$ cat config.mk
export PLATFORM = sky130hd
export DESIGN_NAME = pci_interrupt_link_router
export DESIGN_NICKNAME = d
export VERILOG_FILES = /design/src/sv/plir_pkg.sv /design/src/sv/pci_interrupt_link_router.sv /design/src/sv/plir_seq.sv /design/src/sv/plir_dp.sv
export VERILOG_INCLUDE_DIRS = /design/src /design/src/sv
export SDC_FILE = /design/constraint.sdc
export NUM_CORES = 1
export LEC_CHECK = 0
export BUFFER_PORTS_ARGS = -buffer_cell sky130_fd_sc_hd__buf_4
export CAP_MARGIN = 30
export CORE_MARGIN = 5
export CORE_UTILIZATION = 25
export CTS_BUF_LIST = sky130_fd_sc_hd__clkbuf_4
export DETAILED_ROUTE_END_ITERATION = 8
export SETUP_SLACK_MARGIN = 0.1
export SLEW_MARGIN = 30
export SYNTH_ARGS = -nofsm -noshare
export SYNTH_HDL_FRONTEND = slang
export SYNTH_SLANG_ARGS = --single-unit
$ cat constraint.sdc
create_clock -name clk_i -period 5.27 [get_ports clk_i]
set_clock_uncertainty 0.2 [all_clocks]
set_input_delay 1.054 -clock clk_i [delete_from_list [all_inputs] [get_ports clk_i]]
set_output_delay 1.054 -clock clk_i [all_outputs]
set_load 0.02 [all_outputs]
$ cat src/sv/pci_interrupt_link_router_assert.svh
// Concurrent check macros for the link router, sampled on clk_i, off during reset.
`ifndef PCI_INTERRUPT_LINK_ROUTER_ASSERT_SVH
`define PCI_INTERRUPT_LINK_ROUTER_ASSERT_SVH

// Property must hold at every clock edge out of reset.
`define PLIR_ASSERT(lbl, prop, msg) \
  lbl: assert property (@(posedge clk_i) disable iff (!rst_ni) (prop)) else $error(msg);

// Expression must never be true at a clock edge out of reset.
`define PLIR_ASSERT_NEVER(lbl, expr, msg) \
  `PLIR_ASSERT(lbl, !(expr), msg)

`endif

$ cat src/sv/plir_pkg.sv
`timescale 1ns / 1ps
package plir_pkg;

  localparam int unsigned NumIrqs = 16;
  localparam int unsigned StepW   = 4;

  localparam logic [7:0]  LinkDis    = 8'h80;
  localparam logic [7:0]  LinkKeep   = 8'h8f;
  localparam logic [15:0] IrqOkMask  = 16'hdef8;
  localparam logic [7:0]  IrqOff     = 8'hff;
  localparam logic [7:0]  IrqCntMax  = 8'hfe;
  localparam logic [15:0] PinCntMax  = 16'hffff;
  localparam logic [7:0]  BadPinIrq  = 8'hff;

  localparam logic [2:0] MODE_READ  = 3'd0;
  localparam logic [2:0] MODE_WRITE = 3'd1;
  localparam logic [2:0] MODE_RSV   = 3'd2;
  localparam logic [2:0] MODE_USE   = 3'd3;
  localparam logic [2:0] MODE_ALLOC = 3'd4;
  localparam logic [2:0] MODE_QUERY = 3'd5;
  localparam logic [2:0] MODE_COLD  = 3'd6;

  localparam logic [1:0] ST_OK    = 2'd0;
  localparam logic [1:0] ST_NOIRQ = 2'd1;
  localparam logic [1:0] ST_RANGE = 2'd2;

  // Microcode addresses
  localparam logic [StepW-1:0] S_RW     = 4'd0;
  localparam logic [StepW-1:0] S_IRQ    = 4'd1;
  localparam logic [StepW-1:0] S_QRY    = 4'd2;
  localparam logic [StepW-1:0] S_COLD   = 4'd3;
  localparam logic [StepW-1:0] S_NOP    = 4'd4;
  localparam logic [StepW-1:0] S_PINIT  = 4'd5;
  localparam logic [StepW-1:0] S_PSCAN  = 4'd6;
  localparam logic [StepW-1:0] S_PSEL   = 4'd7;
  localparam logic [StepW-1:0] S_PINC   = 4'd8;
  localparam logic [StepW-1:0] S_IINIT  = 4'd9;
  localparam logic [StepW-1:0] S_ISCAN  = 4'd10;
  localparam logic [StepW-1:0] S_ISEL   = 4'd11;
  localparam logic [StepW-1:0] S_ROUTE  = 4'd12;
  localparam logic [StepW-1:0] S_AFIN   = 4'd13;
  localparam logic [StepW-1:0] S_NOIRQ  = 4'd14;

  typedef struct packed {
    logic [2:0] mode;
    logic [3:0] pin;
    logic [4:0] irq_number;
    logic [7:0] write_value;
  } item_t;

  typedef struct packed {
    logic [7:0] result_value;
    logic [1:0] status;
    logic       routing_valid;
  } result_t;

  typedef enum logic [3:0] {
    ACT_RW, ACT_IRQ, ACT_QRY, ACT_COLD, ACT_NOP,
    ACT_PINIT, ACT_PSCAN, ACT_PSEL, ACT_PINC,
    ACT_IINIT, ACT_ISCAN, ACT_ISEL, ACT_ROUTE, ACT_AFIN, ACT_NOIRQ
  } act_e;

  typedef enum logic [2:0] {
    C_NEXT, C_END, C_PLOOP, C_ILOOP, C_LINK, C_NOFND
  } cond_e;

  typedef struct packed {
    act_e             act;
    cond_e            cond;
    logic [StepW-1:0] target;
  } cword_t;

  typedef struct packed {
    logic run;
    logic fin;
    act_e act;
  } ctrl_t;

  typedef struct packed {
    logic link_off;
    logic ptr_last;
    logic iptr_last;
    logic found;
  } stat_t;

  function automatic logic irq_ok(input logic [3:0] irq);
    return IrqOkMask[irq];
  endfunction

  function automatic logic link_valid(input logic [7:0] r);
    return !r[7] && IrqOkMask[r[3:0]];
  endfunction

  function automatic logic [StepW-1:0] entry(input logic [2:0] mode);
    logic [StepW-1:0] s;
    case (mode)
      MODE_READ, MODE_WRITE: s = S_RW;
      MODE_RSV, MODE_USE:    s = S_IRQ;
      MODE_ALLOC:            s = S_PINIT;
      MODE_QUERY:            s = S_QRY;
      MODE_COLD:             s = S_COLD;
      default:               s = S_NOP;
    endcase
    return s;
  endfunction

  function automatic cword_t ucode(input logic [StepW-1:0] step);
    cword_t w;
    case (step)
      S_RW:    w = '{act: ACT_RW,    cond: C_END,   target: S_RW};
      S_IRQ:   w = '{act: ACT_IRQ,   cond: C_END,   target: S_IRQ};
      S_QRY:   w = '{act: ACT_QRY,   cond: C_END,   target: S_QRY};
      S_COLD:  w = '{act: ACT_COLD,  cond: C_END,   target: S_COLD};
      S_NOP:   w = '{act: ACT_NOP,   cond: C_END,   target: S_NOP};
      S_PINIT: w = '{act: ACT_PINIT, cond: C_NEXT,  target: S_PSCAN};
      S_PSCAN: w = '{act: ACT_PSCAN, cond: C_PLOOP, target: S_PSCAN};
      S_PSEL:  w = '{act: ACT_PSEL,  cond: C_NEXT,  target: S_PINC};
      S_PINC:  w = '{act: ACT_PINC,  cond: C_LINK,  target: S_AFIN};
      S_IINIT: w = '{act: ACT_IINIT, cond: C_NEXT,  target: S_ISCAN};
      S_ISCAN: w = '{act: ACT_ISCAN, cond: C_ILOOP, target: S_ISCAN};
      S_ISEL:  w = '{act: ACT_ISEL,  cond: C_NOFND, target: S_NOIRQ};
      S_ROUTE: w = '{act: ACT_ROUTE, cond: C_NEXT,  target: S_AFIN};
      S_AFIN:  w = '{act: ACT_AFIN,  cond: C_END,   target: S_AFIN};
      S_NOIRQ: w = '{act: ACT_NOIRQ, cond: C_END,   target: S_NOIRQ};
      default: w = '{act: ACT_NOP,   cond: C_END,   target: S_NOP};
    endcase
    return w;
  endfunction

endpackage

$ cat src/sv/pci_interrupt_link_router.sv
// A read, write, query, reserve, use or cold item runs one microcode step;
//   done_o strobes in the cycle after that step.
// Allocate runs NUM_PINS + 4 steps when the chosen link is already set, else NUM_PINS + 23
//   (pin scan, then a 16-entry IRQ count scan; one step fewer when no IRQ is enabled).
// A new item is accepted only while busy is low, once the last step of the one before has run.
// Reset: links read 0x80, all counts clear except non-permitted IRQs, cold flag set.
`timescale 1ns / 1ps
`include "pci_interrupt_link_router_assert.svh"
module pci_interrupt_link_router #(
  parameter int unsigned NUM_PINS = 8
) (
  input  logic              clk_i,
  input  logic              rst_ni,
  input  logic              start,
  output logic              busy,
  input  plir_pkg::item_t   item_i,
  output logic              done_o,
  output plir_pkg::result_t result_o
);

  logic            accept;
  logic            noirq_routed;
  plir_pkg::ctrl_t ctrl;
  plir_pkg::stat_t stat;

  assign accept = start && !busy;

  plir_seq u_seq (
    .clk_i    (clk_i),
    .rst_ni   (rst_ni),
    .accept_i (accept),
    .mode_i   (item_i.mode),
    .stat_i   (stat),
    .ctrl_o   (ctrl),
    .busy_o   (busy)
  );

  plir_dp #(
    .NUM_PINS (NUM_PINS)
  ) u_dp (
    .clk_i    (clk_i),
    .rst_ni   (rst_ni),
    .accept_i (accept),
    .item_i   (item_i),
    .ctrl_i   (ctrl),
    .stat_o   (stat),
    .done_o   (done_o),
    .result_o (result_o)
  );

  assign noirq_routed = (result_o.status == plir_pkg::ST_NOIRQ) && result_o.routing_valid;

  `PLIR_ASSERT(a_accept_busy, accept |=> busy, "accepted beat did not raise busy")
  `PLIR_ASSERT(a_done_ends_busy, done_o |-> $fell(busy), "result strobe without end of work")
  `PLIR_ASSERT_NEVER(a_noirq_routed, done_o && noirq_routed, "routed link reported with no IRQ")

endmodule

$ cat src/sv/plir_seq.sv
`timescale 1ns / 1ps
module plir_seq (
  input  logic                clk_i,
  input  logic                rst_ni,
  input  logic                accept_i,
  input  logic [2:0]          mode_i,
  input  plir_pkg::stat_t     stat_i,
  output plir_pkg::ctrl_t     ctrl_o,
  output logic                busy_o
);

  logic [plir_pkg::StepW-1:0] step_q, step_d;
  logic                       busy_q, busy_d;
  plir_pkg::cword_t           word;

  assign word = plir_pkg::ucode(step_q);

  always_comb begin
    step_d = step_q;
    busy_d = busy_q;
    if (accept_i) begin
      step_d = plir_pkg::entry(mode_i);
      busy_d = 1'b1;
    end else if (busy_q) begin
      case (word.cond)
        plir_pkg::C_NEXT:  step_d = step_q + 4'd1;
        plir_pkg::C_END:   busy_d = 1'b0;
        plir_pkg::C_PLOOP: step_d = stat_i.ptr_last ? step_q + 4'd1 : word.target;
        plir_pkg::C_ILOOP: step_d = stat_i.iptr_last ? step_q + 4'd1 : word.target;
        // skip routing when the link holds anything but the bare disabled value
        plir_pkg::C_LINK:  step_d = stat_i.link_off ? step_q + 4'd1 : word.target;
        plir_pkg::C_NOFND: step_d = stat_i.found ? step_q + 4'd1 : word.target;
        default:           busy_d = 1'b0;
      endcase
    end
  end

  always_ff @(posedge clk_i or negedge rst_ni) begin
    if (!rst_ni) begin
      step_q <= plir_pkg::S_NOP;
      busy_q <= 1'b0;
    end else begin
      step_q <= step_d;
      busy_q <= busy_d;
    end
  end

  assign ctrl_o.run = busy_q;
  assign ctrl_o.fin = (word.cond == plir_pkg::C_END);
  assign ctrl_o.act = word.act;
  assign busy_o     = busy_q;

endmodule

$ cat src/sv/plir_dp.sv
`timescale 1ns / 1ps
module plir_dp #(
  parameter int unsigned NUM_PINS = 8
) (
  input  logic              clk_i,
  input  logic              rst_ni,
  input  logic              accept_i,
  input  plir_pkg::item_t   item_i,
  input  plir_pkg::ctrl_t   ctrl_i,
  output plir_pkg::stat_t   stat_o,
  output logic              done_o,
  output plir_pkg::result_t result_o
);

  localparam int unsigned PW = (NUM_PINS > 1) ? $clog2(NUM_PINS) : 1;
  localparam logic [PW-1:0] PtrLast = PW'(NUM_PINS - 1);
  localparam logic [4:0] PinMax = 5'(NUM_PINS);

  logic [7:0]  link_q [NUM_PINS];
  logic [7:0]  link_d [NUM_PINS];
  logic [15:0] pcnt_q [NUM_PINS];
  logic [15:0] pcnt_d [NUM_PINS];
  logic [7:0]  icnt_q [plir_pkg::NumIrqs];
  logic [7:0]  icnt_d [plir_pkg::NumIrqs];

  logic          cold_q, cold_d;
  logic [PW-1:0] ptr_q, ptr_d;
  logic [PW-1:0] best_q, best_d;
  logic [15:0]   bcnt_q, bcnt_d;
  logic [3:0]    iptr_q, iptr_d;
  logic [3:0]    bi_q, bi_d;
  logic [7:0]    bic_q, bic_d;
  logic          found_q, found_d;
  logic          done_q;

  plir_pkg::item_t   item_q;
  plir_pkg::result_t res, res_q;

  logic [7:0]  link_rd;
  logic [15:0] pcnt_rd;
  logic [7:0]  icnt_rd;
  logic [7:0]  wr_val;
  logic        pin_ok;
  logic        pin_in_ok;

  assign link_rd   = link_q[ptr_q];
  assign pcnt_rd   = pcnt_q[ptr_q];
  assign icnt_rd   = icnt_q[iptr_q];
  assign wr_val    = item_q.write_value & plir_pkg::LinkKeep;
  assign pin_ok    = (item_q.pin != 4'd0) && ({1'b0, item_q.pin} <= PinMax);
  assign pin_in_ok = (item_i.pin != 4'd0) && ({1'b0, item_i.pin} <= PinMax);

  always_comb begin
    link_d  = link_q;
    pcnt_d  = pcnt_q;
    icnt_d  = icnt_q;
    cold_d  = cold_q;
    ptr_d   = ptr_q;
    best_d  = best_q;
    bcnt_d  = bcnt_q;
    iptr_d  = iptr_q;
    bi_d    = bi_q;
    bic_d   = bic_q;
    found_d = found_q;
    res     = '0;
    if (accept_i) begin
      // park the pointer on entry zero for a bad pin so it never leaves the array
      ptr_d  = pin_in_ok ? PW'(item_i.pin - 4'd1) : '0;
      iptr_d = item_i.irq_number[3:0];
    end else if (ctrl_i.run) begin
      case (ctrl_i.act)
        plir_pkg::ACT_RW: begin
          if (!pin_ok) begin
            res.result_value = plir_pkg::LinkDis;
            res.status       = plir_pkg::ST_RANGE;
          end else if (item_q.mode == plir_pkg::MODE_WRITE) begin
            link_d[ptr_q]     = wr_val;
            res.result_value  = wr_val;
            res.routing_valid = plir_pkg::link_valid(wr_val);
          end else begin
            res.result_value  = link_rd;
            res.routing_valid = plir_pkg::link_valid(link_rd);
          end
        end
        plir_pkg::ACT_IRQ: begin
          if (item_q.irq_number[4]) begin
            res.status = plir_pkg::ST_RANGE;
          end else if (cold_q) begin
            if (item_q.mode == plir_pkg::MODE_RSV) begin
              if (icnt_rd == 8'd0 || icnt_rd == plir_pkg::IrqOff) begin
                icnt_d[iptr_q] = plir_pkg::IrqOff;
              end
            end else if (icnt_rd != plir_pkg::IrqOff && icnt_rd < plir_pkg::IrqCntMax) begin
              icnt_d[iptr_q] = icnt_rd + 8'd1;
            end
          end
        end
        plir_pkg::ACT_QRY: begin
          if (!pin_ok) begin
            res.result_value = plir_pkg::BadPinIrq;
            res.status       = plir_pkg::ST_RANGE;
          end else begin
            res.result_value  = {4'd0, link_rd[3:0]};
            res.routing_valid = plir_pkg::link_valid(link_rd);
          end
        end
        plir_pkg::ACT_COLD: cold_d = 1'b1;
        plir_pkg::ACT_NOP: ;
        plir_pkg::ACT_PINIT: begin
          cold_d = 1'b0;
          ptr_d  = '0;
        end
        plir_pkg::ACT_PSCAN: begin
          // strict less-than keeps the lowest pin on ties
          if (ptr_q == '0 || pcnt_rd < bcnt_q) begin
            best_d = ptr_q;
            bcnt_d = pcnt_rd;
          end
          if (ptr_q != PtrLast) begin
            ptr_d = ptr_q + 1'b1;
          end
        end
        plir_pkg::ACT_PSEL: ptr_d = best_q;
        plir_pkg::ACT_PINC: begin
          if (pcnt_rd != plir_pkg::PinCntMax) begin
            pcnt_d[ptr_q] = pcnt_rd + 16'd1;
          end
        end
        plir_pkg::ACT_IINIT: begin
          iptr_d  = 4'd0;
          found_d = 1'b0;
        end
        plir_pkg::ACT_ISCAN: begin
          if (icnt_rd != plir_pkg::IrqOff && (!found_q || icnt_rd < bic_q)) begin
            bi_d    = iptr_q;
            bic_d   = icnt_rd;
            found_d = 1'b1;
          end
          iptr_d = iptr_q + 4'd1;
        end
        plir_pkg::ACT_ISEL: iptr_d = bi_q;
        plir_pkg::ACT_ROUTE: begin
          if (icnt_rd < plir_pkg::IrqCntMax) begin
            icnt_d[iptr_q] = icnt_rd + 8'd1;
          end
          link_d[ptr_q] = {4'd0, iptr_q};
        end
        plir_pkg::ACT_AFIN: begin
          res.result_value  = 8'(ptr_q) + 8'd1;
          res.routing_valid = plir_pkg::link_valid(link_rd);
        end
        plir_pkg::ACT_NOIRQ: res.status = plir_pkg::ST_NOIRQ;
        default: ;
      endcase
    end
  end

  always_ff @(posedge clk_i or negedge rst_ni) begin
    if (!rst_ni) begin
      for (int i = 0; i < NUM_PINS; i++) begin
        link_q[i] <= plir_pkg::LinkDis;
        pcnt_q[i] <= 16'd0;
      end
      for (int i = 0; i < plir_pkg::NumIrqs; i++) begin
        icnt_q[i] <= plir_pkg::irq_ok(4'(i)) ? 8'd0 : plir_pkg::IrqOff;
      end
      cold_q  <= 1'b1;
      ptr_q   <= '0;
      best_q  <= '0;
      bcnt_q  <= 16'd0;
      iptr_q  <= 4'd0;
      bi_q    <= 4'd0;
      bic_q   <= 8'd0;
      found_q <= 1'b0;
      done_q  <= 1'b0;
    end else begin
      link_q  <= link_d;
      pcnt_q  <= pcnt_d;
      icnt_q  <= icnt_d;
      cold_q  <= cold_d;
      ptr_q   <= ptr_d;
      best_q  <= best_d;
      bcnt_q  <= bcnt_d;
      iptr_q  <= iptr_d;
      bi_q    <= bi_d;
      bic_q   <= bic_d;
      found_q <= found_d;
      done_q  <= ctrl_i.run && ctrl_i.fin;
    end
  end

  always_ff @(posedge clk_i) begin
    if (accept_i) begin
      item_q <= item_i;
    end
    if (ctrl_i.run && ctrl_i.fin) begin
      res_q <= res;
    end
  end

  assign stat_o.link_off  = (link_rd == plir_pkg::LinkDis);
  assign stat_o.ptr_last  = (ptr_q == PtrLast);
  assign stat_o.iptr_last = (iptr_q == 4'hf);
  assign stat_o.found     = found_q;

  assign done_o   = done_q;
  assign result_o = res_q;

endmodule

# Yosys cells after proc, flatten, opt, wreduce, memory -nomap -nowiden
# Memory sizes are Yosys's and may differ from the RTL's. A register that Yosys moved wholly into a read port is not among the register bits.
# Index checks and enable logic that the tools add are counted.
word_totals:
  romBits: 208
  mem_count: 3
  in_bits: 23
  regBits: 397
  out_inout_bits: 13
  word_cells: 230
memory_table:
  columns: ["name", "depth", "width", "rd", "rd_clocked_by_memory_dff", "wr", "line_no", "source"]
  rows:
  - ["(no name shown)", 16, 11, 1, 0, 0, "plir_pkg.sv:109", "case (step)"]
  - ["(no name shown)", 16, 1, 1, 1, 0, "plir_pkg.sv:91", "return !r[7] && IrqOkMask[r[3:0]];"]
  - ["(no name shown)", 16, 1, 1, 0, 0, "plir_pkg.sv:91", null]
op_classes:
  n_reduce_logical: 47
  n_bitwise: 5
  n_addsub: 7
  eq_ne: 42
  n_mux: 65
  order_cmp: 11
op_table:
  columns: ["operator", "count"]
  rows:
  - ["2-to-1 mux 128 bit", 6]
  - ["bitwise mux 128 bit", 2]
  - ["case mux 128 bit (2 select lines)", 1]
  - ["bitwise mux 64 bit", 2]
  - ["2-to-1 mux 64 bit", 2]
  - ["bitwise OR 128 bit", 1]
  - ["case mux 64 bit (2 select lines)", 1]
  - ["2-to-1 mux 8 bit", 9]
  - ["binary-select mux 16 bit (select 3 bit)", 1]
  - ["demux 16 bit (select 3 bit)", 1]
  - ["2-to-1 mux 16 bit", 3]
  - ["2-to-1 mux 4 bit", 9]
  - ["binary-select mux 8 bit (select 4 bit)", 1]
  - ["demux 8 bit (select 4 bit)", 1]
  - ["equality test 4 bit, second input constant", 8]
  - ["binary-select mux 8 bit (select 3 bit)", 1]
  - ["demux 8 bit (select 3 bit)", 1]
  - ["case mux 8 bit (3 select lines)", 1]
  - ["case mux 4 bit (5 select lines)", 1]
  - ["equality test 3 bit, second input constant", 6]
  - ["adder 16 x 1 -> 16 bit, second input constant", 1]
  - ["equality test 8 bit, second input constant", 2]
  - ["less-than comparator 16 bit", 1]
  - ["inequality test 16 bit, second input constant", 1]
  - ["other kinds (52)", 114]

# Longest topological paths before layout
# Gate-level depths: netlist of the first run.
depth:
  ltp_word: 11
  depth_mapped: 18
  depth_no_buf: 13

# Cells and area by module
# From an unflattened synthesis of the first run, not the netlist that was laid out.
hier_totals:
  hier_cells: 1493
  area_unflattened_um2: 18715.4
modules_own_cells:
  columns: ["mod", "seq_area_each_um2", "cells_per_inst", "area_each_um2", "n_inst"]
  rows:
  - ["plir_dp", 9175.0, 1366, 17765.8, 1]
  - ["plir_seq", 126.4, 126, 935.9, 1]
  - ["pci_interrupt_link_router", 0.0, 1, 13.8, 1]

# Worst setup path before layout of the first run
# Ideal clock, no wire load.
synth_timing:
  path_type: "register to register"
  startpoint: "reg u_dp.ptr_q[2]"
  endpoint: "reg u_dp.pcnt_q[115] in the netlist's numbering"
  t_required_ns: 4.933
  slack_ns: 1.170
  stages_incl_launch_ff: 17
  setup_ns: 0.137
  synth_period_minus_slack_ns: 4.100
  t_arrival_ns: 3.763
  cell_sequence: "dfrtp_1 > buf_2 > buf_4 > buf_2 > buf_4 > buf_4 > or3b_2 > a21oi_1 > a2111o_1 > ha_1 > nor4b_1 > nand4_1 > or3_1 > clkbuf_1 > nand4_1 > clkbuf_1 > o21ai_0"
synth_via:
  elab_chain_len: 6
synth_rtl:
  columns: ["item", "line_no", "source"]
  rows:
  - ["from (decl)", "plir_dp.sv:27", "logic [PW-1:0] ptr_q, ptr_d;"]
  - ["from (signal assigned)", "plir_dp.sv:181", "ptr_q <= ptr_d;"]
  - ["inverter 3 -> 4 bit (implied by the code) (*)", "plir_dp.sv:47", "assign pcnt_rd = pcnt_q[ptr_q];"]
  - ["binary-select mux 16 bit (select 3 bit) (*)", "plir_dp.sv:47", null]
  - ["2-to-1 mux 16 bit (implied by the code) (*) (2 in series)", "plir_dp.sv:47", null]
  - ["named net u_dp.pcnt_rd[1]", "plir_dp.sv:40", "logic [15:0] pcnt_rd;"]
  - ["adder 16 x 1 -> 16 bit / inequality test 16 bit (equally long branches)", "plir_dp.sv:126, plir_dp.sv:125", null]
  - ["bitwise mux 128 bit / AND reduction 4 bit (equally long branches)", null, null]
  - ["to (signal assigned)", "plir_dp.sv:178", "pcnt_q <= pcnt_d;"]
  - ["to (decl)", "plir_dp.sv:21", "logic [15:0] pcnt_q [NUM_PINS];"]
# The timed path passes the listed nets; every way through them passes the cells marked *. The select of a mux whose other input is x is not followed.
# A chain may end at the register's enable or synchronous reset.

# Worst setup path after layout of the first run
layout_timing:
  startpoint: "reg u_dp.iptr_q[3]"
  endpoint: "reg u_dp.icnt_q[1] in the netlist's numbering"
layout_via:
  elab_chain_len: 11
layout_rtl:
  columns: ["item", "line_no", "source"]
  rows:
  - ["from (decl)", "plir_dp.sv:30", "logic [3:0] iptr_q, iptr_d;"]
  - ["from (signal assigned)", "plir_dp.sv:184", "iptr_q <= iptr_d;"]
  - ["inverter 4 -> 5 bit (implied by the code) (*)", "plir_dp.sv:48", "assign icnt_rd = icnt_q[iptr_q];"]
  - ["binary-select mux 8 bit (select 4 bit) (*)", "plir_dp.sv:48", null]
  - ["2-to-1 mux 8 bit (implied by the code) (*) (2 in series)", "plir_dp.sv:48", null]
  - ["named net u_dp.icnt_rd[1]", "plir_dp.sv:41", "logic [7:0] icnt_rd;"]
  - ["adder 8 x 1 -> 8 bit", "plir_dp.sv:94, plir_dp.sv:144", null]
  - ["bitwise mux 128 bit", "plir_dp.sv:94, plir_dp.sv:144", null]
  - ["2-to-1 mux 128 bit", "plir_dp.sv:93", "end else if (icnt_rd != plir_pkg::IrqOff && icnt_rd < plir_pkg::IrqCntMax) begin"]
  - ["2-to-1 mux 128 bit", "plir_dp.sv:89", "if (item_q.mode == plir_pkg::MODE_RSV) begin"]
  - ["2-to-1 mux 128 bit", "plir_dp.sv:88", "end else if (cold_q) begin"]
  - ["2-to-1 mux 128 bit", "plir_dp.sv:86", "if (item_q.irq_number[4]) begin"]
  - ["case mux 128 bit (2 select lines)", "plir_dp.sv:71", "case (ctrl_i.act)"]
  - ["to (signal, indexed assignment)", "plir_dp.sv:165", "icnt_q[i] <= plir_pkg::irq_ok(4'(i)) ? 8'd0 : plir_pkg::IrqOff;"]
  - ["to (signal assigned)", "plir_dp.sv:179", "icnt_q <= icnt_d;"]
  - ["to (decl)", "plir_dp.sv:23", "logic [7:0] icnt_q [plir_pkg::NumIrqs];"]
# Marks and branches as above.

==> impl_metrics.tcl, run 1 <==
set metrics [dict create \
    status "finished, final reports clean" \
    hold_viol 0 \
    min_path_cells 2 \
    synth_xor_area_frac 0.0114 \
    clock_sinks 365 \
    period_share 0.837 \
    ys_ff_latch 365 \
    pin_count 36 \
    cts_buffers 91 \
    ys_warn_count 0 \
    clkLatencyLatePin_ps 810 \
    rows 99 \
    synth_mux_area_frac 0.212 \
    setup_violations 0 \
    maxCapViolCount 0 \
    overflow 0 \
    fin_crit_ps 4410 \
    synth_edf_count 22 \
    layout_common_cells "dfrtp_1, mux2_2, nand2_1" \
    grt_pass1_wl_um 73800 \
    post_dp_cell_area_sq_um 19900 \
    final.setup.tns_ps 0 \
    fin_nets 1701 \
    fin_util 0.288 \
    avgSynthCellArea_sq_um 11.9 \
    postCtsSetupBuffers 0 \
    path_clk_slew_ps 70 \
    grt_start_max_net_pins 127 \
    vias 12700 \
    grt_pass1_vias 13300 \
    drtIter0Drc 720 \
    drt_pre_antenna_iters 5 \
    synth-main-ff-cell "dfrtp_1" \
    timing.rr.end "u_dp.icnt_q[1]$_DFFE_PN0P_" \
    io_buffers 32 \
    drt-total-wl_um 46000 \
    max_slew_margin 0.393 \
    arrival_ps 4840 \
    antennaDiodeCount 0 \
    antenna_found_initial 1 \
    async_flop_share 0.937 \
    fin_ws_ps 859 \
    min-delay-start "u_dp.pcnt_q[45]$_DFFE_PN0P_" \
    rr_worst_depth 9 \
    htreeDepth 3 \
    drcViolationCount 0 \
    min_to "u_dp.pcnt_q[45]$_DFFE_PN0P_" \
    synth_top_area_cell "dfrtp_1" \
    worstMarginPinSlew_ps 906 \
    synth_top_family_by_area "multiplexers" \
    synthesis.nets 1612 \
    drive_above_1_share 0.335 \
    cts_tree "yes" \
    p_per_area_nw_per_um2 300 \
    required_ps 5700 \
    finalNonFillerCells 2671 \
    postCtsHoldBufs 0 \
    grtUsageTotal 0.116 \
    post_cts_resized 0 \
    synth_seq_area_share 0.505 \
    cp-start-kind "register" \
    rr_startpoint "u_dp.iptr_q[3]$_DFFE_PN0P_" \
    sw_frac_of_total 0.300 \
    fillers 7518 \
    ys_types 84 \
    fin_area_sq_um 21000 \
    synthTopCellsByArea "dfrtp_1, mux2_2, dfstp_2, mux4_2, o21ai_0" \
    critPathMaxFanout 20 \
    vias_per_cell 4.76 \
    synth_compound_gate_area_share 0.0934 \
    cts_root_buf "clkbuf_4" \
    netlist_area_sq_um 18400 \
    path_class "reg -> reg" \
    final_common_cell "dfrtp_1" \
    vdd_drop_max_v 0.000133 \
    gp_congestion 0.828 \
    synthAdderAreaFrac 0.0289 \
    antenna_left 0 \
    rsz0062_at_grt "false" \
    pwr-share-comb 0.143 \
    drt-wirelength-per-cell_um 17.2 \
    p_leak_nw 9.25 \
    reg2reg_slack_ps 860 \
    numPlacedInstances 2500 \
    core-area_sq_um 73100 \
    endpoint_kind "register" \
    power.share.clock 0.372 \
    design.die.area_sq_um 79300 \
    dp_hpwl_um 30900 \
    initial_core_util 0.252 \
    dieHeight_um 282 \
    hold_path_class "reg -> reg" \
    clock_tree.buffer_depth 3 \
    synth_top_area_frac 0.396 \
    power_frac_seq 0.485 \
    synth-simple-area-share 0.112 \
    fmax_mhz 227 \
    drv_slew 0 \
    p_switching_mw 1.89 \
    internal-power_mw 4.42 \
    area_growth_pct 14.2 \
    synth_cells 1548 \
    place_ws_ps 841 \
    die_x_um 282 \
]
## worst max-delay path, cell delays in order (launching register included)
cell	delay [ps]
dfrtp_1	850
mux4_2	420
mux4_2	570
ha_1	290
and2_1	160
o22a_1	170
a41o_1	340
a211oi_4	350
and3_1	530
mux2_2	390
## layout make-up
cell class	instances	area [sq um]	share of cell area
well taps	959	1200	0.0570
clock inverters	42	190	0.00904
clock buffers	126	946	0.0449
flip-flops and latches	365	9310	0.442
multi-input cells	1040	8460	0.402
inverters	49	184	0.00874
repair buffers	90	766	0.0364
## logic make-up (layout without fill, tap and decap cells)
| group | count (synthesis) | in the layout |
|---|---|---|
| simple gates | 397 | 397 |
| xor+xnor | 24 | 24 |
| fa+ha+maj | 43 | 43 |
| buf+inv | 143 | 307 |
| compound gates | 282 | 282 |
| mux | 294 | 294 |
| flops | 365 | 365 |
## per-stage QoR
stage / total power [mW] / hold WS, ps
2_1_floorplan: 3.69 / 242
3_3_place_gp: 3.99 / 255
3_5_place_dp: 4.01 / 263
4_1_cts: 6.40 / 148
5_1_grt: 6.64 / 192
6_report: 6.31 / 276
## power by group through the flow
| stage | logic (mW) | clock network, mW | registers [mW] |
|---|---|---|---|
| after floorplan | 0.648 | 0 | 3.04 |
| after global placement | 0.884 | 0 | 3.10 |
| after detailed placement | 0.905 | 0 | 3.11 |
| after CTS | 0.908 | 2.43 | 3.06 |
| after global routing | 0.985 | 2.59 | 3.07 |
| final | 0.904 | 2.35 | 3.06 |
## cells in the mapped netlist, drive strengths merged, types with 19 or more instances
master / n
clkbuf: 40
dfstp: 50
mux2i: 31
edfxtp: 22
nor2: 41
mux2: 207
nand3: 28
buf: 54
nor3: 19
nand2: 191
ha: 41
a21oi: 37
dfrtp: 292
inv: 47
o21ai: 158
mux4: 56
## worst max-delay path by stage
stage | endpoint | slack, ps | startpoint
after floorplan | u_dp.pcnt_q[115]$_DFFE_PN0P_ | 1170 | u_dp.ptr_q[2]$_DFFE_PN0P_
after global routing | u_dp.bcnt_q[1]$_DFFE_PN0P_ | 580 | u_dp.ptr_q[0]$_DFFE_PN0P_
final | u_dp.icnt_q[1]$_DFFE_PN0P_ | 860 | u_dp.iptr_q[3]$_DFFE_PN0P_
after CTS | u_dp.icnt_q[44]$_DFFE_PN0P_ | 860 | u_dp.iptr_q[2]$_DFFE_PN0P_
after detailed placement | u_dp.icnt_q[44]$_DFFE_PN0P_ | 840 | u_dp.iptr_q[2]$_DFFE_PN0P_
after global placement | u_dp.icnt_q[40]$_DFFE_PN0P_ | 840 | u_dp.iptr_q[2]$_DFFE_PN0P_
## routing by layer
metal,GRT usage,vias up,wire (um)
met5,0,-,0
met2,0.189,311,21900
li1,-,5862,-
met1,0.158,6465,21100
met3,0.0240,71,2160
met4,0.0298,0,870
## state kept, by name, indices dropped and copies added (netlist names), 4 cells and up, named ones only
name,flops
u_dp.result_o,9
u_dp.bcnt_q,16
u_dp.bic_q,8
u_dp.bi_q,4
u_seq.step_q,4
u_dp.pcnt_q,128
u_dp.icnt_q,128
u_dp.iptr_q,4
u_dp.item_q,13
u_dp.link_q,40
(Power assumes the default switching activity.)
==> run 2: changes to the inputs <==
- clock period: 5.27 -> 4 ns (I/O delays scaled with it)
==> impl_metrics.tcl, run 2 (synthesis results as in run 1) <==
set metrics [dict create \
    drtIter0Drc 848 \
    htreeDepth 3 \
    min_to "u_dp.item_q[2]$_DFFE_PP_" \
    io_buffers 32 \
    min_path_cells 1 \
    vdd_drop_max_v 0.000158 \
    max_slew_margin 0.364 \
    critPathMaxFanout 8 \
    p_leak_nw 9.81 \
    fin_area_sq_um 22100 \
    drive_above_1_share 0.374 \
    p_total_mw 8.63 \
    dieHeight_um 282 \
    reg2reg_slack_ps 230 \
    die_x_um 282 \
    design.die.area_sq_um 79300 \
    period_share 0.943 \
    grt_pass1_vias 13500 \
    initial_core_util 0.252 \
    layout_common_cells "dfrtp_1, mux2_2, nand2_1" \
    hold_path_class "in -> reg" \
    place_ws_ps -61.0 \
    hold_viol 0 \
    status "finished, final reports clean" \
    drt-wirelength-per-cell_um 17.4 \
    grt_start_max_net_pins 93 \
    drv_slew 0 \
    antennaDiodeCount 0 \
    drcViolationCount 0 \
    overflow 0 \
    multi_input_area_sq_um 8550 \
    clkLatencyLatePin_ps 820 \
    rr_worst_depth 15 \
    min-delay-start "item_i[2]" \
    fillers 7421 \
    rows 99 \
    fmax_mhz 265 \
    drt_pre_antenna_iters 5 \
    vias_per_cell 4.76 \
    required_ps 4460 \
    worstMarginPinSlew_ps 940 \
    arrival_ps 4230 \
    path_clk_slew_ps 70 \
    drt-total-wl_um 47800 \
    cp-start-kind "register" \
    final_common_cell "dfrtp_1" \
    maxCapViolCount 0 \
    pin_count 36 \
    clock_sinks 365 \
    gp_congestion 0.861 \
    rsz0062_at_grt "false" \
    grtUsageTotal 0.119 \
    seq_area_sq_um 9310 \
    core-area_sq_um 73100 \
    vias 13100 \
    post_dp_cell_area_sq_um 20500 \
    dp_hpwl_um 32500 \
    timing.rr.end "u_dp.best_q[0]$_DFFE_PN0P_" \
    top_regs "u_dp.icnt_q x128, u_dp.pcnt_q x128, u_dp.link_q x40" \
    cts_tree "yes" \
    fin_ws_ps 230 \
    fin_nets 1787 \
    antenna_found_initial 2 \
    path_class "reg -> reg" \
    cts_buffers 89 \
    fin_crit_ps 3770 \
    grt_pass1_wl_um 75800 \
    finalNonFillerCells 2748 \
    cts_root_buf "clkbuf_4" \
    setup_violations 0 \
    clock_tree.buffer_depth 3 \
    numPlacedInstances 2562 \
    p_per_area_nw_per_um2 390 \
    rr_startpoint "u_dp.ptr_q[0]$_DFFE_PN0P_" \
    antenna_left 0 \
    whs_ps 98.9 \
    area_growth_pct 20.0 \
    endpoint_kind "register" \
]
==> run 2: where the power goes <==
| part | switching, mW | internal (mW) | total [mW] | leakage [nW] |
|---|---|---|---|---|
| combinational | 0.823 | 0.589 | 1.41 | 4.33 |
| clock | 1.54 | 1.69 | 3.22 | 0.699 |
| sequential | 0.112 | 3.88 | 3.99 | 4.78 |
| total | 2.47 | 6.16 | 8.63 | 9.81 |
==> run 2: worst max-delay path by stage <==
stage | startpoint | to | slack [ps] | depth (start not counted)
3_3_place_gp | u_dp.ptr_q[0]$_DFFE_PN0P_ | u_dp.bcnt_q[6]$_DFFE_PN0P_ | -8 | 12
4_1_cts | u_dp.iptr_q[0]$_DFFE_PN0P_ | u_dp.icnt_q[45]$_DFFE_PN0P_ | 110 | 12
2_1_floorplan | u_dp.ptr_q[0]$_DFFE_PN0P_ | u_dp.bcnt_q[1]$_DFFE_PN0P_ | 100 | 17
6_report | u_dp.ptr_q[0]$_DFFE_PN0P_ | u_dp.best_q[0]$_DFFE_PN0P_ | 230 | 15
3_5_place_dp | u_dp.iptr_q[0]$_DFFE_PN0P_ | u_dp.icnt_q[31]$_DFFE_PN0P_ | -60 | 11
5_1_grt | u_dp.ptr_q[0]$_DFFE_PN0P_ | u_dp.best_q[0]$_DFFE_PN0P_ | 70 | 16
==> run 2: metrics by stage <==
stage               utilization  setup TNS (ps)
floorplan                     -               0
finish                    0.303               0
detailed placement        0.281            -731
global route              0.303               0
global placement          0.281           -13.1
CTS                       0.299               0
==> run 2: area by class of cell <==
type                    instances  area share
inverters                      49     0.00831
clock inverters                27     0.00905
clock buffers                 130      0.0441
repair buffers                177      0.0766
well taps                     959      0.0542
flip-flops and latches        365       0.421
multi-input cells            1041       0.387
==> run 2: critical path, cell delays in order, from the launching register on <==
cell	delay, ps
dfrtp_4	540
buf_12	160
buf_4	130
mux4_2	420
mux2i_2	220
inv_1	110
ha_1	310
nor2b_1	130
o311ai_1	240
o21ai_1	100
buf_4	150
a221oi_4	260
buf_12	160
o21ai_4	60
buf_12	180
mux2_2	260
==> run 2: what timing repair did <==
action                                  4_1_cts  5_1_grt
pin swaps                                     1        8
endpoints found under the setup margin       97      209
gates cloned                                  0        1
hold buffers                                 11        0
resized for setup                             6       20
setup buffers                                 3       14
hold endpoints to repair                     58        0
==> run 2: routing by layer <==
metal | wire [um] | vias up | global-route usage
met3 | 2380 | 87 | 0.0256
met5 | 13 | - | 0
met1 | 21100 | 6642 | 0.155
met4 | 944 | 2 | 0.0287
li1 | - | 6028 | -
met2 | 23400 | 332 | 0.201
==> run 3: changes to the inputs <==
- SYNTH_HIERARCHICAL: not set -> 1
==> impl_metrics.tcl, run 3 <==
set metrics [dict create \
    top_regs "u_dp/icnt_q x128, u_dp/pcnt_q x128, u_dp/link_q x40" \
    maxCapViolCount 0 \
    drt_pre_antenna_iters 5 \
    cts_tree "yes" \
    worstSetupStartpoint "u_dp/iptr_q[0]$_DFFE_PN0P_" \
    fin_crit_ps 4080 \
    clock_tree.buffer_depth 3 \
    min-delay-start "item_i[11]" \
    max_slew_margin 0.414 \
    p_per_area_nw_per_um2 522 \
    vias 13100 \
    synthesis.nets 1556 \
    ys_types 84 \
    cts_buffers 99 \
    status "complete, but fails checks" \
    violations "setup timing" \
    path_class "reg -> reg" \
    fin_ws_ps -76.4 \
    drive_above_1_share 0.459 \
    ys_warn_count 6 \
    synth_edf_count 22 \
    setup_violations 9 \
    p_leak_nw 10.6 \
    final_common_cell "dfrtp_1" \
    initial_core_util 0.252 \
    io_buffers 32 \
    overflow 0 \
    fin_nets 1772 \
    drtIter0Drc 878 \
    numPlacedInstances 2518 \
    netlist_area_sq_um 18700 \
    hold_path_class "in -> reg" \
    dieHeight_um 284 \
    rows 100 \
    drt-total-wl_um 49700 \
    arrival_ps 4600 \
    ys_ff_latch 365 \
    whs_ps 100 \
    synthTopCellsByArea "dfrtp_1, mux2_2, dfstp_2, mux4_2, edfxtp_1" \
    fillers 7493 \
    synth_compound_gate_area_share 0.0759 \
    synth_common_cells "mux2_2, dfrtp_1, nand2_1" \
    synth_top_area_frac 0.390 \
    antenna_left 0 \
    grt_pass1_wl_um 76900 \
    clkLatencyLatePin_ps 850 \
    layout_common_cells "dfrtp_1, mux2_2, clkbuf_4" \
    vdd_drop_max_v 0.000200 \
    avgSynthCellArea_sq_um 12.5 \
    synth_mux_area_frac 0.263 \
    async_flop_share 0.937 \
    synth_seq_area_share 0.497 \
    cp-start-kind "register" \
    fin_util 0.316 \
    vias_per_cell 4.76 \
    synthAdderAreaFrac 0.0283 \
    gp_congestion 0.838 \
    grtUsageTotal 0.117 \
    antenna_found_initial 2 \
    hold_viol 0 \
    synth_top_family_by_area "multiplexers" \
    drt-wirelength-per-cell_um 18.0 \
    pin_count 36 \
    endpoint_kind "register" \
    drv_slew 0 \
    grt_pass1_vias 13900 \
    synth-main-ff-cell "dfrtp_1" \
    clock_sinks 365 \
    worstMarginPinSlew_ps 879 \
    synth_most_common_cell "mux2_2" \
    synth-simple-area-share 0.0931 \
    drcViolationCount 0 \
    rr_startpoint "u_dp/iptr_q[0]$_DFFE_PN0P_" \
    synth_top_area_cell "dfrtp_1" \
    design.die.area_sq_um 80400 \
    fmax_mhz 245 \
    dp_hpwl_um 32000 \
    synth_xor_area_frac 0.00983 \
    required_ps 4520 \
    period_share 1.02 \
    area_growth_pct 25.6 \
    rsz0062_at_grt "true" \
    critPathMaxFanout 8 \
    grt_start_max_net_pins 106 \
    post_dp_cell_area_sq_um 20900 \
    finalNonFillerCells 2757 \
    core-area_sq_um 74300 \
    path_clk_slew_ps 70 \
    fin_area_sq_um 23500 \
    htreeDepth 3 \
    p_total_mw 12.3 \
    synth_cells 1493 \
    die_x_um 284 \
    cts_root_buf "clkbuf_4" \
]
-- run 3: changes by cell type in the layout (fill, tap and decap cells not counted), sizes merged, moves of 9 or more --
cell / change
a22oi: +9
and4b: +11
buf: +18
clkbuf: +29
mux2: +96
nand2: -72
nand4: -11
nor3b: -11
o21ai: -86
-- run 3: area by class of cell --
cell class              instances  area [sq um]  area share
diodes                          3          7.51    0.000319
clock buffers                 154          1160      0.0492
clock inverters                23           130     0.00554
inverters                      41           160     0.00681
multi-input cells             997          9470       0.403
flip-flops and latches        365          9310       0.396
well taps                     969          1210      0.0516
repair buffers                205          2060      0.0876
-- run 3: routing by layer --
| metal | share of wire | GRT usage |
|---|---|---|
| met4 | 0.023 | 0.0333 |
| met5 | 0 | 0 |
| met1 | 0.45 | 0.150 |
| met3 | 0.045 | 0.0300 |
| met2 | 0.48 | 0.195 |
-- run 3: path summary, 6_finish.rpt --
kind | cells past startpoint | endpoint | slack [ps]
worst min-delay path | 2 | u_dp/iptr_q[3]$_DFFE_PN0P_ | 100
max in group asynchronous | 3 | u_dp/pcnt_q[52]$_DFFE_PN0P_ | 2140
worst max-delay path | 14 | u_dp/icnt_q[23]$_DFFE_PN1P_ | -80
min in group asynchronous | 2 | u_dp/icnt_q[90]$_DFFE_PN0P_ | 460
worst min register to register | 2 | u_dp/link_q[47]$_DFFE_PN1P_ | 280
worst max register to register | 14 | u_dp/icnt_q[23]$_DFFE_PN1P_ | -80
-- run 3: through the flow --
step | setup TNS (ps) | setup WS (ps)
6_report | -468 | -76.4
5_1_grt | -1810 | -129
4_1_cts | 0 | 52.8
3_5_place_dp | -10640 | -160
3_3_place_gp | -7050 | -118
2_1_floorplan | 0 | 68.5
-- run 3: repair_timing --
action,4_1_cts,5_1_grt
hold endpoints to repair,101,0
buffers inserted,2,33
setup endpoints to repair,129,171
pin swaps,2,13
hold buffers,16,0
cloned,0,8
resized for setup,55,133
-- run 3: cell families (layout without fill, tap and decap cells) --
kind of cell               count (synthesis)  in the layout
buffers and inverters                    132            423
and+or+nand+nor                          324            325
adders and majority gates                 43             43
xor gates and xnor gates                  21             21
AOI/OAI and AO/OA                        219            219
DFF                                      365            365
muxes                                    389            389
other                                      0              3
-- run 3: power by group --
part           switching (mW)  total, mW  internal [mW]  leakage (nW)
Clock                    1.61       3.42           1.81         0.773
Sequential              0.284       4.38           4.10          4.78
Combinational            2.48       4.47           1.99          5.07
-- run 3: worst max-delay path: stages (launching register included) --
cell	delay, ps
dfrtp_2	380
buf_12	130
buf_12	100
mux4_2	500
mux4_2	550
inv_2	110
ha_4	120
or4b_4	460
nor4_4	130
buf_4	180
buf_12	100
nor3_4	50
nor4bb_1	340
buf_4	280
mux2_2	350
